$ cat config.mk
export PLATFORM = sky130hd
export DESIGN_NAME = humidity_sensor_reply_decoder
export DESIGN_NICKNAME = d
export VERILOG_FILES = /design/src/design/hsrd_pkg.sv /design/src/design/humidity_sensor_reply_decoder.sv
export SDC_FILE = /design/constraint.sdc
export NUM_CORES = 1
export LEC_CHECK = 0
export CAP_MARGIN = 20
export CORE_UTILIZATION = 40
export CTS_CLUSTER_SIZE = 14
export DETAILED_ROUTE_END_ITERATION = 8
export DONT_BUFFER_PORTS = 1
export PLACE_DENSITY_LB_ADDON = 0.12
export SYNTH_ARGS = -nofsm -noshare
export SYNTH_HDL_FRONTEND = slang
export SYNTH_SLANG_ARGS = --single-unit
export TNS_END_PERCENT = 1
$ cat constraint.sdc
create_clock -name clk -period 18.9 [get_ports clk]
set_input_delay 3.78 -clock clk [delete_from_list [all_inputs] [get_ports clk]]
set_output_delay 3.78 -clock clk [all_outputs]
set_load 0.005 [all_outputs]
$ cat src/design/hsrd_pkg.sv
// Package with the types, constants and helper functions of the humidity sensor reply decoder.
package hsrd_pkg;

  // One reply byte as it arrives from the bus receiver.
  typedef struct packed {
    logic [7:0] reply_byte;
    logic       frame_start;
  } reply_t;

  // One decoded measurement.
  typedef struct packed {
    logic signed [14:0] temperature_centi;
    logic [13:0]        humidity_centi;
    logic [1:0]         status;
  } result_t;

  // Status codes of a result.
  localparam logic [1:0] STATUS_GOOD = 2'd0;
  localparam logic [1:0] STATUS_CRC  = 2'd1;
  localparam logic [1:0] STATUS_ZERO = 2'd2;

  // Byte positions within a reply.
  localparam logic [2:0] POS_TEMP_HI  = 3'd0;
  localparam logic [2:0] POS_TEMP_LO  = 3'd1;
  localparam logic [2:0] POS_TEMP_CRC = 3'd2;
  localparam logic [2:0] POS_HUM_HI   = 3'd3;
  localparam logic [2:0] POS_HUM_LO   = 3'd4;
  localparam logic [2:0] POS_HUM_CRC  = 3'd5;

  // CRC-8 settings.
  localparam logic [7:0] CRC_POLY = 8'h31;
  localparam logic [7:0] CRC_INIT = 8'hFF;

  // Conversion scale factors and offsets, in hundredths.
  localparam logic [14:0] TEMP_SPAN      = 15'd17500;
  localparam logic [15:0] TEMP_OFFSET    = 16'd4500;
  localparam logic [14:0] HUM_SPAN_OLD   = 15'd10000;
  localparam logic [14:0] HUM_SPAN_NEW   = 15'd12500;
  localparam logic [15:0] HUM_OFFSET_NEW = 16'd600;
  localparam logic [13:0] HUM_MAX        = 14'd10000;

  // Sensor family codes.
  localparam logic FAMILY_OLD = 1'b0;
  localparam logic FAMILY_NEW = 1'b1;

  // Advance the CRC by one byte, most significant bit first.
  function automatic logic [7:0] crc8_byte(input logic [7:0] crc, input logic [7:0] data);
    logic [7:0] c;
    c = crc ^ data;
    for (int i = 0; i < 8; i++) begin
      c = c[7] ? ((c << 1) ^ CRC_POLY) : (c << 1);
    end
    return c;
  endfunction

  // Floor of x / 65535 for x below 17501 * 65536. The high half is the quotient
  // estimate; the remainder it leaves is below twice the divisor, so one
  // compare fixes it.
  function automatic logic [14:0] div_65535(input logic [30:0] x);
    logic [14:0] q;
    logic [16:0] r;
    q = x[30:16];
    r = 17'(x[15:0]) + 17'(q);
    if (r >= 17'd65535) begin
      q = q + 15'd1;
    end
    return q;
  endfunction

endpackage

$ cat src/design/humidity_sensor_reply_decoder.sv
// Top level of the humidity sensor reply decoder: CRC check, word assembly and conversion.

// The decoder takes the six bytes of a sensor reply one request per cycle:
// temperature word (high byte first), its CRC-8 (polynomial 0x31, init 0xFF),
// humidity word, its CRC-8. A byte with frame_start set restarts the reply;
// otherwise the position count wraps after the sixth byte. The sixth byte
// loads the result register on the same edge that accepts it, so a result
// appears in the cycle after its last byte is accepted. The conversion
// (a constant multiply and a divide by 65535 done as shift plus one
// correction) sits between the stored words and that result register. The
// input stalls only while a finished result waits to be taken. Status is 1 on
// a CRC mismatch (values then read 0) and 2 when both values are zero.
// sensor_family selects the humidity formula: 0 older, 1 newer with clamp to
// 0..100.00 percent; write it only while no reply is in progress.
module humidity_sensor_reply_decoder (
  input  logic             clk,
  input  logic             rst,
  input  logic             reply_valid,
  output logic             reply_ready,
  input  hsrd_pkg::reply_t reply,
  output logic             result_valid,
  input  logic             result_ready,
  output hsrd_pkg::result_t result,
  input  logic             cfg_valid,
  output logic             cfg_ready,
  input  logic             cfg_data
);
  import hsrd_pkg::*;

  logic        sensor_family;
  logic [2:0]  byte_position;
  logic [7:0]  running_crc;
  logic [7:0]  high_byte_store;
  logic [15:0] temperature_word;
  logic [15:0] humidity_word;
  logic        crc_error_seen;

  logic [2:0]  byte_position_next;
  logic [7:0]  running_crc_next;
  logic [7:0]  high_byte_store_next;
  logic [15:0] temperature_word_next;
  logic [15:0] humidity_word_next;
  logic        crc_error_seen_next;

  logic        accept;
  logic [2:0]  pos;
  logic        last_byte;
  logic        crc_fail;
  result_t     result_next;

  logic [30:0]        temp_prod;
  logic [30:0]        hum_prod;
  logic [14:0]        temp_q;
  logic [14:0]        hum_q;
  logic signed [15:0] temp_val;
  logic signed [15:0] hum_new;
  logic [13:0]        hum_val;

  // Handshakes: the result register gates the input, configuration always taken.
  assign reply_ready = !result_valid || result_ready;
  assign cfg_ready   = 1'b1;
  assign accept      = reply_valid && reply_ready;

  // Position of this byte in the reply.
  always_comb begin
    pos = reply.frame_start ? POS_TEMP_HI : byte_position;
    if (pos > POS_HUM_CRC) begin
      pos = POS_TEMP_HI;
    end
  end

  assign last_byte = (pos == POS_HUM_CRC);

  // Reply state update for one accepted byte.
  always_comb begin
    byte_position_next    = last_byte ? POS_TEMP_HI : pos + 3'd1;
    running_crc_next      = running_crc;
    high_byte_store_next  = high_byte_store;
    temperature_word_next = temperature_word;
    humidity_word_next    = humidity_word;
    crc_error_seen_next   = crc_error_seen;
    case (pos)
      POS_TEMP_HI: begin
        crc_error_seen_next  = 1'b0;
        running_crc_next     = crc8_byte(CRC_INIT, reply.reply_byte);
        high_byte_store_next = reply.reply_byte;
      end
      POS_TEMP_LO: begin
        running_crc_next      = crc8_byte(running_crc, reply.reply_byte);
        temperature_word_next = {high_byte_store, reply.reply_byte};
      end
      POS_TEMP_CRC: begin
        if (running_crc != reply.reply_byte) begin
          crc_error_seen_next = 1'b1;
        end
        running_crc_next = CRC_INIT;
      end
      POS_HUM_HI: begin
        running_crc_next     = crc8_byte(CRC_INIT, reply.reply_byte);
        high_byte_store_next = reply.reply_byte;
      end
      POS_HUM_LO: begin
        running_crc_next   = crc8_byte(running_crc, reply.reply_byte);
        humidity_word_next = {high_byte_store, reply.reply_byte};
      end
      POS_HUM_CRC: begin
        running_crc_next = CRC_INIT;
      end
      default: begin
        running_crc_next = running_crc;
      end
    endcase
  end

  // Conversion of the stored words into hundredths.
  always_comb begin
    temp_prod = 31'(temperature_word) * 31'(TEMP_SPAN);
    hum_prod  = 31'(humidity_word) *
                31'((sensor_family == FAMILY_NEW) ? HUM_SPAN_NEW : HUM_SPAN_OLD);
    temp_q    = div_65535(temp_prod);
    hum_q     = div_65535(hum_prod);
    temp_val  = $signed({1'b0, temp_q}) - $signed(TEMP_OFFSET);
    hum_new   = $signed({1'b0, hum_q}) - $signed(HUM_OFFSET_NEW);
    if (sensor_family == FAMILY_OLD) begin
      hum_val = hum_q[13:0];
    end else if (hum_new < 16'sd0) begin
      hum_val = 14'd0;
    end else if (hum_new > $signed({2'b00, HUM_MAX})) begin
      hum_val = HUM_MAX;
    end else begin
      hum_val = hum_new[13:0];
    end
  end

  // Result assembly with status priority.
  assign crc_fail = crc_error_seen || (running_crc != reply.reply_byte);

  always_comb begin
    if (crc_fail) begin
      result_next.temperature_centi = '0;
      result_next.humidity_centi    = '0;
      result_next.status            = STATUS_CRC;
    end else begin
      result_next.temperature_centi = temp_val[14:0];
      result_next.humidity_centi    = hum_val;
      if (temp_val == 16'sd0 && hum_val == 14'd0) begin
        result_next.status = STATUS_ZERO;
      end else begin
        result_next.status = STATUS_GOOD;
      end
    end
  end

  // Control and reply state registers.
  always_ff @(posedge clk) begin
    if (rst) begin
      sensor_family    <= FAMILY_OLD;
      byte_position    <= POS_TEMP_HI;
      running_crc      <= CRC_INIT;
      high_byte_store  <= '0;
      temperature_word <= '0;
      humidity_word    <= '0;
      crc_error_seen   <= 1'b0;
      result_valid     <= 1'b0;
    end else begin
      if (cfg_valid && cfg_ready) begin
        sensor_family <= cfg_data;
      end
      if (accept) begin
        byte_position    <= byte_position_next;
        running_crc      <= running_crc_next;
        high_byte_store  <= high_byte_store_next;
        temperature_word <= temperature_word_next;
        humidity_word    <= humidity_word_next;
        crc_error_seen   <= crc_error_seen_next;
      end
      if (accept && last_byte) begin
        result_valid <= 1'b1;
      end else if (result_ready) begin
        result_valid <= 1'b0;
      end
    end
  end

  // Result payload register.
  always_ff @(posedge clk) begin
    if (accept && last_byte) begin
      result <= result_next;
    end
  end

  // The position count never leaves the six byte slots.
  a_pos_range: assert property (@(posedge clk) disable iff (rst)
    byte_position <= POS_HUM_CRC)
    else $error("byte position out of range");

  // The last byte of a reply always produces a result on the next cycle.
  a_last_gives_result: assert property (@(posedge clk) disable iff (rst)
    (accept && last_byte) |=> result_valid)
    else $error("last byte accepted without a result");

  // Input stalls only behind a waiting result.
  a_stall_cause: assert property (@(posedge clk) disable iff (rst)
    !reply_ready |-> (result_valid && !result_ready))
    else $error("input stalled without a pending result");

  // A CRC failure carries zero values.
  a_crc_zero: assert property (@(posedge clk) disable iff (rst)
    (result_valid && result.status == STATUS_CRC) |->
      (result.temperature_centi == 15'sd0 && result.humidity_centi == 14'd0))
    else $error("CRC failure with nonzero values");

  // Humidity stays within full scale.
  a_hum_range: assert property (@(posedge clk) disable iff (rst)
    result_valid |-> (result.humidity_centi <= HUM_MAX))
    else $error("humidity above full scale");

endmodule
==> load_flow_metrics.sql <==
INSERT INTO impl_metrics (metric_group, metric, value, unit) VALUES
('clocking', 'ctsHtreeMaxLevel', '3', ''),
('worst_hold_path', 'hold_path_class', 'flop to flop', ''),
('global_routing', 'global_route.usage.total', '21.22', '%'),
('die', 'fp.coreArea', '39100', 'µm²'),
('die', 'pin_count', '49', ''),
('synthesis', 'postSynthAreaPerCell', '8.296', 'µm²'),
('cells_and_area', 'fin_nets', '2278', ''),
('worst_setup_path', 'crit_required', '19.09', 'ns'),
('worst_setup_path', 'worst_path_largest_cell_delay', '0.64', 'ns'),
('cells_and_area', 'final_layout_size_suffix_gt1_share', '3.985', '%'),
('clocking', 'worst_setup_hold_path_clk_slew', '0.07', 'ns'),
('clocking', 'cts.repair.resized', '0', ''),
('timing', 'unrepaired_setup_endpoints_after_global_routing', 'no', ''),
('synthesis', 'synth-warning-count', '0', ''),
('timing', 'peak_clock_frequency_supported_by_timing', '81.53', 'MHz'),
('timing', 'hold_violations', '0', ''),
('route', 'detail_route.wl_per_cell', '17.71', 'µm'),
('clocking', 'count_of_hold_fix_buffers_inserted_at_cts', '0', ''),
('synthesis', 'mappedNetlistNets', '2332', ''),
('cells_and_area', 'ant_diodes', '0', ''),
('worst_setup_path', 'timing.critical_path.arrival', '12.45', 'ns'),
('synthesis', 'synth_edf_count', '31', ''),
('die', 'fp.dieH', '202.1', 'µm'),
('worst_setup_path', 'crit_path_max_fanout', '14', ''),
('place', 'routability_congestion_estimate', '0.9167', ''),
('clocking', 'cts-root-to-sink-buffers', '2', ''),
('status', 'status', 'finished, final reports clean', ''),
('global_routing', 'leftover_overflow_at_the_end_of_global_routing', '0', ''),
('pwr', 'power.density', '30.13', 'nW/µm²'),
('job', 'drv.max_cap_violation_count', '0', ''),
('worst_setup_path', 'critPathLaunchType', 'flop', ''),
('cells_and_area', 'final_cells', '2400', ''),
('synthesis', 'dominantRegCellSynth', 'sky130_fd_sc_hd__dfxtp_1', ''),
('cells_and_area', 'most-common-layout-cells', 'sky130_fd_sc_hd__inv_1, sky130_fd_sc_hd__ha_1, sky130_fd_sc_hd__nand2_1', ''),
('place', 'placedCellCount', '2384', ''),
('clocking', 'cts_tree', 'done', ''),
('clocking', 'cts_num_sinks', '85', ''),
('global_routing', 'grt_start_max_net_pins', '64', ''),
('clocking', 'cts_buffers', '9', ''),
('clocking', 'cts.repair_timing.setup_buffer_count', '0', ''),
('place', 'port-buffer-count', '0', ''),
('timing', 'fin_crit_sh', '64.90', '%'),
('synthesis', 'gate_count_after_technology_mapping', '1931', ''),
('synthesis', 'synth_sequential_area_ratio', '12.56', '%'),
('route', 'antenna_left', '0', ''),
('place', 'post-dp-hpwl', '35130', 'µm'),
('timing', 'final_period_minus_worst_setup_slack', '12.27', 'ns'),
('global_routing', 'grt_pass1_wl', '69420', 'µm'),
('pwr', 'p_leak', '0.008446', 'µW'),
('die', 'die_w', '202.1', 'µm'),
('worst_setup_path', 'crit_path_top_delay_cell', 'sky130_fd_sc_hd__or4b_4', ''),
('synthesis', 'ys_seq_elements', '85', ''),
('route', 'via_count', '13050', ''),
('timing', 'finalSetupViolations', '0', ''),
('clocking', 'clock-root-buffer', 'sky130_fd_sc_hd__clkbuf_16', ''),
('die', 'floorplan.initialDensity', '40.97', '%'),
('clocking', 'clock_insertion_delay_worst_skew', '0.36', 'ns'),
('cells_and_area', 'most_frequent_standard_cell_in_the_layout_excluding_fill_and_tap_cells', 'sky130_fd_sc_hd__inv_1', ''),
('global_routing', 'grt_pass1_vias', '13020', ''),
('synthesis', 'yosysUniqueCellTypes', '102', ''),
('timing', 'timing.max_slew.rel_slack', '23.54', '%'),
('synthesis', 'postSynth.asyncResetShare', '0', '%'),
('route', 'vias_per_cell', '5.437', ''),
('timing', 'timing.final.max_slew_violations', '0', ''),
('die', 'area_of_the_die', '40850', 'µm²'),
('route', 'detail_route.drc_violations', '0', ''),
('timing', 'timing_worst_slew_pin_value', '1.139', 'ns'),
('synthesis', 'synth.cell_area', '16020', 'µm²'),
('route', 'firstDrtPassIters', '5', ''),
('route', 'initial_drt_markers', '725', ''),
('pwr', 'vdd.ir_drop.worst', '37.95', 'µV'),
('route', 'drt_wl_total', '42510', 'µm'),
('cells_and_area', 'syn2layout_area_growth', '4.257', '%'),
('worst_setup_path', 'critPathKind', 'flop to flop', ''),
('timing', 'tns', '0', 'ns'),
('global_routing', 'grt_antenna_before_repair', '0', ''),
('worst_setup_path', 'crit_path_end_kind', 'flop', ''),
('timing', 'clock-skew-final', '0.009552', 'ns'),
('timing', 'fin_worst_hold_slack', '0.4770', 'ns'),
('worst_setup_path', 'cp_common_cell', 'sky130_fd_sc_hd__fa_1', ''),
('die', 'num_rows', '72', '');
flip-flops by register name, summed over array words and instances (netlist names):
register,count
byte_position,3
crc_error_seen,1
high_byte_store,8
humidity_word,16
result,31
result_valid,1
running_crc,8
sensor_family,1
temperature_word,16
metrics by stage:
step / power (µW) / worst slack (ns) / instance area (µm²) / util, %
2_1_floorplan: 307.5 / 7.461 / 16020 / -
3_3_place_gp: 332.4 / 6.767 / 16430 / 42.01
3_5_place_dp: 333.3 / 6.746 / 16430 / 42.01
4_1_cts: 510.2 / 6.676 / 16700 / 42.72
5_1_grt: 532.4 / 5.721 / 16700 / 42.72
6_report: 503.2 / 6.634 / 16700 / 42.72
cells in the mapped netlist (24+ instances only):
master | count | share of area [%]
sky130_fd_sc_hd__nor2_1 | 144 | 3.4
sky130_fd_sc_hd__inv_1 | 283 | 6.6
sky130_fd_sc_hd__edfxtp_1 | 31 | 5.8
sky130_fd_sc_hd__nand2_1 | 165 | 3.9
sky130_fd_sc_hd__xnor2_1 | 89 | 4.9
sky130_fd_sc_hd__clkbuf_1 | 62 | 1.5
sky130_fd_sc_hd__and2_1 | 32 | 1.2
sky130_fd_sc_hd__xor2_1 | 47 | 2.6
sky130_fd_sc_hd__dfxtp_1 | 54 | 6.7
sky130_fd_sc_hd__ha_1 | 255 | 20
sky130_fd_sc_hd__fa_1 | 131 | 16
sky130_fd_sc_hd__a21oi_1 | 117 | 3.7
sky130_fd_sc_hd__o21ai_0 | 59 | 1.8
sky130_fd_sc_hd__nor3_1 | 37 | 1.2
sky130_fd_sc_hd__nand3_1 | 24 | 0.75
sky130_fd_sc_hd__a31oi_1 | 24 | 0.94
metal layers:
metal | share of wire (%) | wire (µm) | GRT usage, % | up-vias
met5 | 0 | 0 | 0 | -
met4 | 1.9 | 799 | 5.639 | 0
met3 | 2.9 | 1229 | 2.273 | 33
met2 | 48 | 20380 | 35.79 | 172
met1 | 47 | 20100 | 28.74 | 6337
li1 | - | - | - | 6507
where the power goes:
group / internal (µW) / total [µW] / switching [µW]
clock network: 90.6 / 174 / 83.1
logic: 52.0 / 129 / 76.5
registers: 193 / 201 / 7.62
total: 336 / 503 / 167
final timing paths:
path	from	to	slack, ns	cells after the start
setup / recovery	sensor_family	result[1]	6.63	42
hold / removal	high_byte_store[0]	humidity_word[8]	0.48	2
setup reg to reg	sensor_family	result[1]	6.63	42
hold reg to reg	high_byte_store[0]	humidity_word[8]	0.48	2
layout make-up:
cell class / count / area [µm²]
clock buffers: 10 / 229.0
clock inverters: 6 / 46.29
fillers: 4009 / 22400
inverters: 285 / 1072
multi-input cells: 1489 / 12640
flip-flops and latches: 85 / 2013
well taps: 518 / 648.1
repair buffers: 7 / 52.55
cell families after synthesis:
| logic type | Yosys count | share of synthesized area [%] |
|---|---|---|
| AO/OA/AOI/OAI | 391 | 16.68 |
| XOR/XNOR | 138 | 7.717 |
| adder cells (fa/ha/maj) | 388 | 36.41 |
| buffers and inverters | 357 | 8.537 |
| flip-flops | 85 | 12.56 |
| multiplexers | 22 | 1.382 |
| other | 1 | 0.02341 |
| AND/OR/NAND/NOR | 549 | 16.68 |
critical path, delay by kind of cell, from the launching register on:
kind | cells | cell delay (ns)
compound gates | 16 | 3.63
flops | 1 | 0.32
buf+inv | 4 | 1.02
fa+ha+maj | 9 | 3.87
simple gates | 10 | 2.59
xor+xnor | 3 | 0.63
Note: power is estimated with default switching activity, not from simulation.
